File: src/rtl/dfs_pkg.sv
// dfs_pkg: shared types and constants for the detector frame sparsifier
// no dependencies; imported by every module of the block

package dfs_pkg;

  // field widths
  localparam int RAW_W   = 64;
  localparam int MASK_W  = 2;
  localparam int IDX_W   = 22;
  localparam int CNT_W   = 31;
  localparam int ADDR_W  = 32;
  localparam int FCNT_W  = 23;
  localparam int KIND_W  = 2;
  localparam int VT_W    = 3;

  // frame length and saturation limits
  localparam logic [IDX_W:0]    MAX_FRAME_PIXELS = 23'd4194304;
  localparam logic [FCNT_W-1:0] FCNT_MAX         = {FCNT_W{1'b1}};
  localparam logic [ADDR_W-1:0] ADDR_MAX         = {ADDR_W{1'b1}};

  // mask values below this mark a usable pixel
  localparam logic [MASK_W-1:0] MASK_LIMIT = 2'd2;

  // element type codes
  localparam logic [VT_W-1:0] VT_U8  = 3'd0;
  localparam logic [VT_W-1:0] VT_S8  = 3'd1;
  localparam logic [VT_W-1:0] VT_U16 = 3'd2;
  localparam logic [VT_W-1:0] VT_S16 = 3'd3;
  localparam logic [VT_W-1:0] VT_U32 = 3'd4;
  localparam logic [VT_W-1:0] VT_S32 = 3'd5;
  localparam logic [VT_W-1:0] VT_U64 = 3'd6;
  localparam logic [VT_W-1:0] VT_S64 = 3'd7;

  // record kinds
  localparam logic [KIND_W-1:0] KIND_SINGLE  = 2'd0;
  localparam logic [KIND_W-1:0] KIND_MULTI   = 2'd1;
  localparam logic [KIND_W-1:0] KIND_SUMMARY = 2'd2;

  // one accepted pixel transaction
  typedef struct packed {
    logic [RAW_W-1:0]  raw_word;
    logic [MASK_W-1:0] pixel_mask;
    logic              frame_end;
  } pix_t;

  // records produced by one pixel: an optional photon record and an
  // optional frame summary
  typedef struct packed {
    logic              has_photon;
    logic              is_multi;
    logic [IDX_W-1:0]  pixel_index;
    logic [CNT_W-1:0]  photon_count;
    logic [ADDR_W-1:0] list_address;
    logic              has_summary;
    logic [FCNT_W-1:0] frame_singles;
    logic [FCNT_W-1:0] frame_multis;
    logic [ADDR_W-1:0] next_single_offset;
    logic [ADDR_W-1:0] next_multi_offset;
  } rec_t;

  // 32-bit add that sticks at all ones
  function automatic logic [ADDR_W-1:0] sat_add(input logic [ADDR_W-1:0] a,
                                                input logic [FCNT_W-1:0] b);
    logic [ADDR_W:0] s;
    s = {1'b0, a} + {{(ADDR_W+1-FCNT_W){1'b0}}, b};
    return s[ADDR_W] ? ADDR_MAX : s[ADDR_W-1:0];
  endfunction

endpackage

File: src/rtl/detector_frame_sparsifier.sv
// detector_frame_sparsifier: top level of the dense-to-sparse photon list encoder
// depends on dfs_pkg, dfs_in_reg, dfs_frame_state, dfs_out_reg
// a record is offered from the result register once its pixel has moved on from the input register
// throughput: one pixel per cycle while out_stall is low; a frame-end pixel that also holds photons
//   occupies the result register for its photon record and then its summary record
// reset: synchronous rst clears counters, list offsets and element type (u8)

module detector_frame_sparsifier (
  input  logic                         clk,
  input  logic                         rst,
  input  logic                         cfg_valid,
  output logic                         cfg_ready,
  input  logic [dfs_pkg::VT_W-1:0]     value_type,
  input  logic                         in_valid,
  output logic                         in_stall,
  input  logic [dfs_pkg::RAW_W-1:0]    raw_word,
  input  logic [dfs_pkg::MASK_W-1:0]   pixel_mask,
  input  logic                         frame_end,
  output logic                         out_valid,
  input  logic                         out_stall,
  output logic [dfs_pkg::KIND_W-1:0]   record_kind,
  output logic [dfs_pkg::IDX_W-1:0]    pixel_index,
  output logic [dfs_pkg::CNT_W-1:0]    photon_count,
  output logic [dfs_pkg::ADDR_W-1:0]   list_address,
  output logic [dfs_pkg::FCNT_W-1:0]   frame_singles,
  output logic [dfs_pkg::FCNT_W-1:0]   frame_multis,
  output logic [dfs_pkg::ADDR_W-1:0]   next_single_offset,
  output logic [dfs_pkg::ADDR_W-1:0]   next_multi_offset,
  output logic                         last_of_run
);
  import dfs_pkg::*;

  pix_t in_pix;
  pix_t pix;
  rec_t rec;
  logic full;
  logic load_ok;
  logic advance;

  // configuration is always taken
  assign cfg_ready = 1'b1;

  // pack the incoming transaction
  assign in_pix.raw_word   = raw_word;
  assign in_pix.pixel_mask = pixel_mask;
  assign in_pix.frame_end  = frame_end;

  // pixel moves on when the result register can take it
  assign advance = full && load_ok;

  dfs_in_reg u_in_reg (
    .clk      (clk),
    .rst      (rst),
    .in_valid (in_valid),
    .in_stall (in_stall),
    .in_pix   (in_pix),
    .advance  (advance),
    .full     (full),
    .pix      (pix)
  );

  dfs_frame_state u_frame_state (
    .clk       (clk),
    .rst       (rst),
    .cfg_we    (cfg_valid && cfg_ready),
    .cfg_value (value_type),
    .pix       (pix),
    .advance   (advance),
    .rec       (rec)
  );

  dfs_out_reg u_out_reg (
    .clk                (clk),
    .rst                (rst),
    .rec_in             (rec),
    .src_valid          (full),
    .load_ok            (load_ok),
    .out_valid          (out_valid),
    .out_stall          (out_stall),
    .record_kind        (record_kind),
    .pixel_index        (pixel_index),
    .photon_count       (photon_count),
    .list_address       (list_address),
    .frame_singles      (frame_singles),
    .frame_multis       (frame_multis),
    .next_single_offset (next_single_offset),
    .next_multi_offset  (next_multi_offset),
    .last_of_run        (last_of_run)
  );

endmodule

File: src/rtl/dfs_in_reg.sv
// dfs_in_reg: input register stage holding one pixel transaction
// depends on dfs_pkg

module dfs_in_reg (
  input  logic          clk,
  input  logic          rst,
  input  logic          in_valid,
  output logic          in_stall,
  input  dfs_pkg::pix_t in_pix,
  input  logic          advance,
  output logic          full,
  output dfs_pkg::pix_t pix
);
  import dfs_pkg::*;

  logic full_next;

  // stage is free when empty or being drained this cycle
  assign in_stall  = full && !advance;
  assign full_next = (in_valid && !in_stall) || (full && !advance);

  // occupancy flag
  always_ff @(posedge clk) begin
    if (rst) begin
      full <= 1'b0;
    end else begin
      full <= full_next;
    end
  end

  // payload capture
  always_ff @(posedge clk) begin
    if (in_valid && !in_stall) begin
      pix <= in_pix;
    end
  end

endmodule

File: src/rtl/dfs_frame_state.sv
// dfs_frame_state: element decode, frame counters and list offsets
// depends on dfs_pkg; builds the records for the pixel in the input register

module dfs_frame_state (
  input  logic                       clk,
  input  logic                       rst,
  input  logic                       cfg_we,
  input  logic [dfs_pkg::VT_W-1:0]   cfg_value,
  input  dfs_pkg::pix_t              pix,
  input  logic                       advance,
  output dfs_pkg::rec_t              rec
);
  import dfs_pkg::*;

  logic [VT_W-1:0]   value_type;
  logic [IDX_W-1:0]  pixel_counter;
  logic [FCNT_W-1:0] singles_in_frame;
  logic [FCNT_W-1:0] multis_in_frame;
  logic [ADDR_W-1:0] single_list_offset;
  logic [ADDR_W-1:0] multi_list_offset;

  logic [31:0]       v;
  logic              used;
  logic              is_single;
  logic              is_multi;
  logic [IDX_W:0]    pc_inc;
  logic [IDX_W-1:0]  pixel_counter_next;
  logic [FCNT_W-1:0] singles_after;
  logic [FCNT_W-1:0] multis_after;
  logic [ADDR_W-1:0] ns;
  logic [ADDR_W-1:0] nm;

  // element type register
  always_ff @(posedge clk) begin
    if (rst) begin
      value_type <= VT_U8;
    end else if (cfg_we) begin
      value_type <= cfg_value;
    end
  end

  // decode to a 32-bit two's complement value
  always_comb begin
    case (value_type)
      VT_U8:   v = {24'd0, pix.raw_word[7:0]};
      VT_S8:   v = {{24{pix.raw_word[7]}}, pix.raw_word[7:0]};
      VT_U16:  v = {16'd0, pix.raw_word[15:0]};
      VT_S16:  v = {{16{pix.raw_word[15]}}, pix.raw_word[15:0]};
      default: v = pix.raw_word[31:0];
    endcase
  end

  // photon classification
  assign used      = (pix.pixel_mask < MASK_LIMIT) && !v[31] && (v != 32'd0);
  assign is_single = used && (v == 32'd1);
  assign is_multi  = used && (v != 32'd1);

  // counts including this pixel, then next list offsets
  assign singles_after = (is_single && singles_in_frame != FCNT_MAX)
                         ? singles_in_frame + 1'b1 : singles_in_frame;
  assign multis_after  = (is_multi && multis_in_frame != FCNT_MAX)
                         ? multis_in_frame + 1'b1 : multis_in_frame;
  assign ns = sat_add(single_list_offset, singles_after);
  assign nm = sat_add(multi_list_offset, multis_after);

  // pixel position wraps at the frame limit
  assign pc_inc             = {1'b0, pixel_counter} + 1'b1;
  assign pixel_counter_next = (pc_inc >= MAX_FRAME_PIXELS) ? '0 : pc_inc[IDX_W-1:0];

  // record build
  always_comb begin
    rec                    = '0;
    rec.has_photon         = used;
    rec.is_multi           = is_multi;
    rec.pixel_index        = pixel_counter;
    rec.photon_count       = v[CNT_W-1:0];
    rec.list_address       = is_multi ? sat_add(multi_list_offset, multis_in_frame)
                                      : sat_add(single_list_offset, singles_in_frame);
    rec.has_summary        = pix.frame_end;
    rec.frame_singles      = singles_after;
    rec.frame_multis       = multis_after;
    rec.next_single_offset = ns;
    rec.next_multi_offset  = nm;
  end

  // frame state update as the pixel leaves the input register
  always_ff @(posedge clk) begin
    if (rst) begin
      pixel_counter      <= '0;
      singles_in_frame   <= '0;
      multis_in_frame    <= '0;
      single_list_offset <= '0;
      multi_list_offset  <= '0;
    end else if (advance) begin
      if (pix.frame_end) begin
        pixel_counter      <= '0;
        singles_in_frame   <= '0;
        multis_in_frame    <= '0;
        single_list_offset <= ns;
        multi_list_offset  <= nm;
      end else begin
        pixel_counter    <= pixel_counter_next;
        singles_in_frame <= singles_after;
        multis_in_frame  <= multis_after;
      end
    end
  end

  // frame end leaves a clean frame
  a_frame_clear: assert property (@(posedge clk) disable iff (rst)
    advance && pix.frame_end |=>
      pixel_counter == '0 && singles_in_frame == '0 && multis_in_frame == '0)
    else $error("frame counters not cleared after frame end");

  // list offsets never move backward
  a_offset_mono: assert property (@(posedge clk) disable iff (rst)
    advance |=> single_list_offset >= $past(single_list_offset) &&
                multi_list_offset >= $past(multi_list_offset))
    else $error("list offset decreased");

  // a pixel adds at most one photon to the frame counts
  a_one_photon: assert property (@(posedge clk) disable iff (rst)
    advance && !pix.frame_end |=>
      ({1'b0, singles_in_frame} + {1'b0, multis_in_frame}) <=
      ({1'b0, $past(singles_in_frame)} + {1'b0, $past(multis_in_frame)} + 24'd1))
    else $error("frame counts grew by more than one");

endmodule

File: src/rtl/dfs_out_reg.sv
// dfs_out_reg: result register holding up to two records of one pixel
// depends on dfs_pkg; photon record goes out before the frame summary

module dfs_out_reg (
  input  logic                         clk,
  input  logic                         rst,
  input  dfs_pkg::rec_t                rec_in,
  input  logic                         src_valid,
  output logic                         load_ok,
  output logic                         out_valid,
  input  logic                         out_stall,
  output logic [dfs_pkg::KIND_W-1:0]   record_kind,
  output logic [dfs_pkg::IDX_W-1:0]    pixel_index,
  output logic [dfs_pkg::CNT_W-1:0]    photon_count,
  output logic [dfs_pkg::ADDR_W-1:0]   list_address,
  output logic [dfs_pkg::FCNT_W-1:0]   frame_singles,
  output logic [dfs_pkg::FCNT_W-1:0]   frame_multis,
  output logic [dfs_pkg::ADDR_W-1:0]   next_single_offset,
  output logic [dfs_pkg::ADDR_W-1:0]   next_multi_offset,
  output logic                         last_of_run
);
  import dfs_pkg::*;

  rec_t rec;
  logic ph_pend;
  logic sum_pend;
  logic take;
  logic take_last;
  logic load;

  // one transaction leaves per cycle while out_stall is low; refill when empty or when the last one goes
  assign out_valid = ph_pend || sum_pend;
  assign take      = out_valid && !out_stall;
  assign take_last = take && !(ph_pend && sum_pend);
  assign load_ok   = !out_valid || take_last;
  assign load      = src_valid && load_ok;

  // pending flags
  always_ff @(posedge clk) begin
    if (rst) begin
      ph_pend  <= 1'b0;
      sum_pend <= 1'b0;
    end else if (load) begin
      ph_pend  <= rec_in.has_photon;
      sum_pend <= rec_in.has_summary;
    end else if (take) begin
      if (ph_pend) begin
        ph_pend <= 1'b0;
      end else begin
        sum_pend <= 1'b0;
      end
    end
  end

  // record payload
  always_ff @(posedge clk) begin
    if (load) begin
      rec <= rec_in;
    end
  end

  // output select
  always_comb begin
    if (ph_pend) begin
      record_kind        = rec.is_multi ? KIND_MULTI : KIND_SINGLE;
      pixel_index        = rec.pixel_index;
      photon_count       = rec.is_multi ? rec.photon_count : {{(CNT_W-1){1'b0}}, 1'b1};
      list_address       = rec.list_address;
      frame_singles      = '0;
      frame_multis       = '0;
      next_single_offset = '0;
      next_multi_offset  = '0;
      last_of_run        = !sum_pend;
    end else begin
      record_kind        = KIND_SUMMARY;
      pixel_index        = '0;
      photon_count       = '0;
      list_address       = '0;
      frame_singles      = rec.frame_singles;
      frame_multis       = rec.frame_multis;
      next_single_offset = rec.next_single_offset;
      next_multi_offset  = rec.next_multi_offset;
      last_of_run        = 1'b1;
    end
  end

  // taking the photon record of a pair leaves only the summary
  a_pair_order: assert property (@(posedge clk) disable iff (rst)
    take && ph_pend && sum_pend |=> sum_pend && !ph_pend)
    else $error("record pair drained out of order");

  // a summary always closes its run
  a_summary_last: assert property (@(posedge clk) disable iff (rst)
    out_valid && record_kind == KIND_SUMMARY |-> last_of_run)
    else $error("summary record not marked last");

endmodule
File: config.mk
export PLATFORM = sky130hd
export DESIGN_NAME = detector_frame_sparsifier
export DESIGN_NICKNAME = d
export VERILOG_FILES = /design/src/rtl/dfs_pkg.sv /design/src/rtl/detector_frame_sparsifier.sv /design/src/rtl/dfs_in_reg.sv /design/src/rtl/dfs_frame_state.sv /design/src/rtl/dfs_out_reg.sv
export SDC_FILE = /design/constraint.sdc
export NUM_CORES = 1
export LEC_CHECK = 0
export ABC_AREA = 1
export CAP_MARGIN = 20
export CORE_ASPECT_RATIO = 0.6
export CORE_MARGIN = 5
export CORE_UTILIZATION = 50
export CTS_CLUSTER_DIAMETER = 60
export DETAILED_ROUTE_END_ITERATION = 6
export DONT_BUFFER_PORTS = 1
export GPL_TIMING_DRIVEN = 0
export PLACE_DENSITY_LB_ADDON = 0.15
export RECOVER_POWER = 50
export REMOVE_ABC_BUFFERS = 1
export SYNTH_ARGS = -nofsm -noshare
export SYNTH_HDL_FRONTEND = slang
export SYNTH_HIERARCHICAL = 1
export SYNTH_SLANG_ARGS = --single-unit
File: constraint.sdc
create_clock -name clk -period 51.7 [get_ports clk]
set_clock_uncertainty 0.15 [all_clocks]
set_input_delay 10.34 -clock clk [delete_from_list [all_inputs] [get_ports clk]]
set_output_delay 10.34 -clock clk [all_outputs]
set_load 0.02 [all_outputs]
==> results.md <==
* CTS max path bufs at 3
* Routability cong. at 0.979
* CP required at 41.21 ns
* Syn Inst Count at 3346
* Static leakage at 11.8 nW
* First-pass detailed-route iteration total at 6
* Clock buffer count from CTS at 40
* Crit Path Class: input pin to primary output
* Worst-path clk slew at 0.06 ns
* Startpoint Class: input pin
* Clock tree from TritonCTS: yes
* RSZ-0062 raised after global routing: false
* Failing checks: max-capacitance violations, max-slew violations
* WL final at 78600 µm
* GRT Util Overall at 28.9%
* Final hold slack at 0.297 ns
* Commonest non-fill, non-tap cell in the layout: nand2_1
* Worst-path fanout max at 12
* Layout Nets at 3472
* P per Cell Area at 27.1 nW/µm²
* Worst VDD drop at 0.0211 mV
* CP most frequent cell: nand2_1
* Period Utilization, post-route at 42.1%
* Worst setup EP type: primary output
* Initial antenna violation count at 2
* First DRT Iteration DRCs at 2462
* Area Growth Syn to Fin at 6.86%
* Critical Path AT at 11.30 ns
* Crit Reg-Reg Startpoint: u_frame_state/value_type[2]$_SDFFE_PP0P_
* Die area at 52600 µm²
* I/O Buffers at 0
* Max Fclk at 45.9 MHz
* Final Max Tran Viols at 267
* Area of the mapped netlist at 24000 µm²
* Fin crit period at 21.79 ns
* Initial core utilization at 50.4%
* Worst Setup EP: in_stall
* Slowest CP cell: inv_1
* IO Pins at 276
* Largest net degree at the start of global routing at 92
* Slew @ Worst Pin at 2.60 ns
* CP Buf/Inv Count at 4
* Instance count on the critical path at 8
* Max cap viols at 10
* Seq. cell area at 9670 µm²
* Placed wire-length estimate at 61600 µm
* Outcome: finished, violations left
* Reg2reg setup slack at 40.58 ns
* Core area at 47600 µm²
* Multi-input combinational cell area at 11600 µm²
* Routed WL per cell at 19.8 µm
* Die height at 180 µm
* Antenna viol nets, final at 0
* DR vias/cell at 5.55
* Final hold vios at 0
* R2r endpoint: u_out_reg/rec[21]$_DFFE_PP_
* Crit-path cells: inv_1, nand2_1, nand2_1, nand2_1, inv_1, inv_1, nand2_1, inv_2
* Max incr delay on CP at 0.41 ns
* Die W at 293 µm
* Setup bufs post-CTS at 0
* Path depth of the worst reg2reg path at 18
* H-tree Lvls at 2
* Crit path from: out_stall
* Rows at 62
* Hold_buf cts at 0
* Worst-skew pair later-pin latency at 0.56 ns
* GRT overflow at 0
* Vias at 22000
* Post-cts sizing count at 0
* Vias in the first global route at 19700
* DRC at 0
* Commonest cells after routing, fill and taps aside: nand2_1 (958), inv_1 (517), nor2_1 (379)
* CTS Sinks at 368
* Syn avg cell area at 7.17 µm²
* Final setup fails at 0
* Clock Root Buffer: clkbuf_16
* Max transition margin at -74.6%
* Yosys warnings at 6
* First-pass GRT wire length at 120000 µm
* Layout fillers at 4729
* Setup TNS at 0 ns
* Hold Path Class: flop to flop
* Kind of cell adding the most delay to the critical path: buffers and inverters
* Layout cells sized above 1 at 3.27%
==> per-stage QoR <==
stage          instance area, µm²  utilization (%)  cells  setup slack, ns  total power [mW]
4_1_cts                     25800             54.2   3968            29.86             0.701
6_report                    25600             53.8   3971            29.91             0.695
3_5_place_dp                24500             51.5   3894            29.87             0.416
2_1_floorplan               23300                -   3235            26.06             0.397
5_1_grt                     25600             53.8   3971            29.79             0.723
3_3_place_gp                24100             50.6   3875            20.06             0.420
==> sequential cells by signal, indices dropped and copies added, names as in the netlist <==
signal / flops
u_frame_state/multi_list_offset: 32
u_frame_state/multis_in_frame: 23
u_frame_state/pixel_counter: 22
u_frame_state/single_list_offset: 32
u_frame_state/singles_in_frame: 23
u_frame_state/value_type: 3
u_in_reg/full: 1
u_in_reg/pix: 34
u_out_reg/ph_pend: 1
u_out_reg/rec: 196
u_out_reg/sum_pend: 1
==> layer usage <==
metal  GRT usage, %  part of all wire (%)  routed length [µm]  vias to the layer above
met5              0                0.0089                   7                        -
met4           4.86                   1.6                1230                        2
met3           9.21                    12                9220                       91
met2           36.6                    36               28600                      983
met1           47.5                    50               39600                    10300
li1               -                     -                   -                    10600
==> how the worst min path moves through the flow <==
| stage | start | end | slack [ns] | cells after the start |
|---|---|---|---|---|
| 2_1_floorplan | u_in_reg/pix[4]$_DFFE_PP_ | u_out_reg/rec[144]$_DFFE_PP_ | 0.28 | 0 |
| 3_3_place_gp | u_in_reg/pix[6]$_DFFE_PP_ | u_out_reg/rec[146]$_DFFE_PP_ | 0.28 | 0 |
| 3_5_place_dp | u_in_reg/pix[4]$_DFFE_PP_ | u_out_reg/rec[144]$_DFFE_PP_ | 0.29 | 0 |
| 4_1_cts | u_in_reg/pix[9]$_DFFE_PP_ | u_out_reg/rec[149]$_DFFE_PP_ | 0.30 | 0 |
| 5_1_grt | u_in_reg/pix[9]$_DFFE_PP_ | u_out_reg/rec[149]$_DFFE_PP_ | 0.31 | 0 |
| 6_report | u_in_reg/pix[9]$_DFFE_PP_ | u_out_reg/rec[149]$_DFFE_PP_ | 0.30 | 0 |
==> power breakdown <==
| part | internal (mW) | switching (mW) |
|---|---|---|
| logic | 0.0165 | 0.0551 |
| clock network | 0.159 | 0.128 |
| registers | 0.329 | 0.00763 |
==> worst register-to-register path: stages (launching register included) <==
cell,delay [ns]
dfxtp_1,0.80
nor2_1,0.22
nand3_1,0.31
nand2_1,0.19
nor3_1,0.44
clkinv_1,0.19
nor2_1,1.28
clkbuf_1,1.04
nand2_1,1.35
inv_1,1.07
nand2_1,0.15
nand2_1,0.30
ha_1,0.29
nand2_1,0.14
nor4_1,0.53
nand3_1,0.16
nand3_1,0.28
nand3_1,1.23
nand3_1,0.74
==> cell type report <==
class | instances | area share [%]
antenna | 1 | 0.00976
clock buffer | 55 | 4.32
tap | 640 | 3.12
timing repair buffer | 21 | 1.17
multi-input combinational | 2345 | 45.3
inverter | 522 | 7.64
clock inverter | 19 | 0.727
sequential | 368 | 37.7
(Power assumes the default switching activity.)
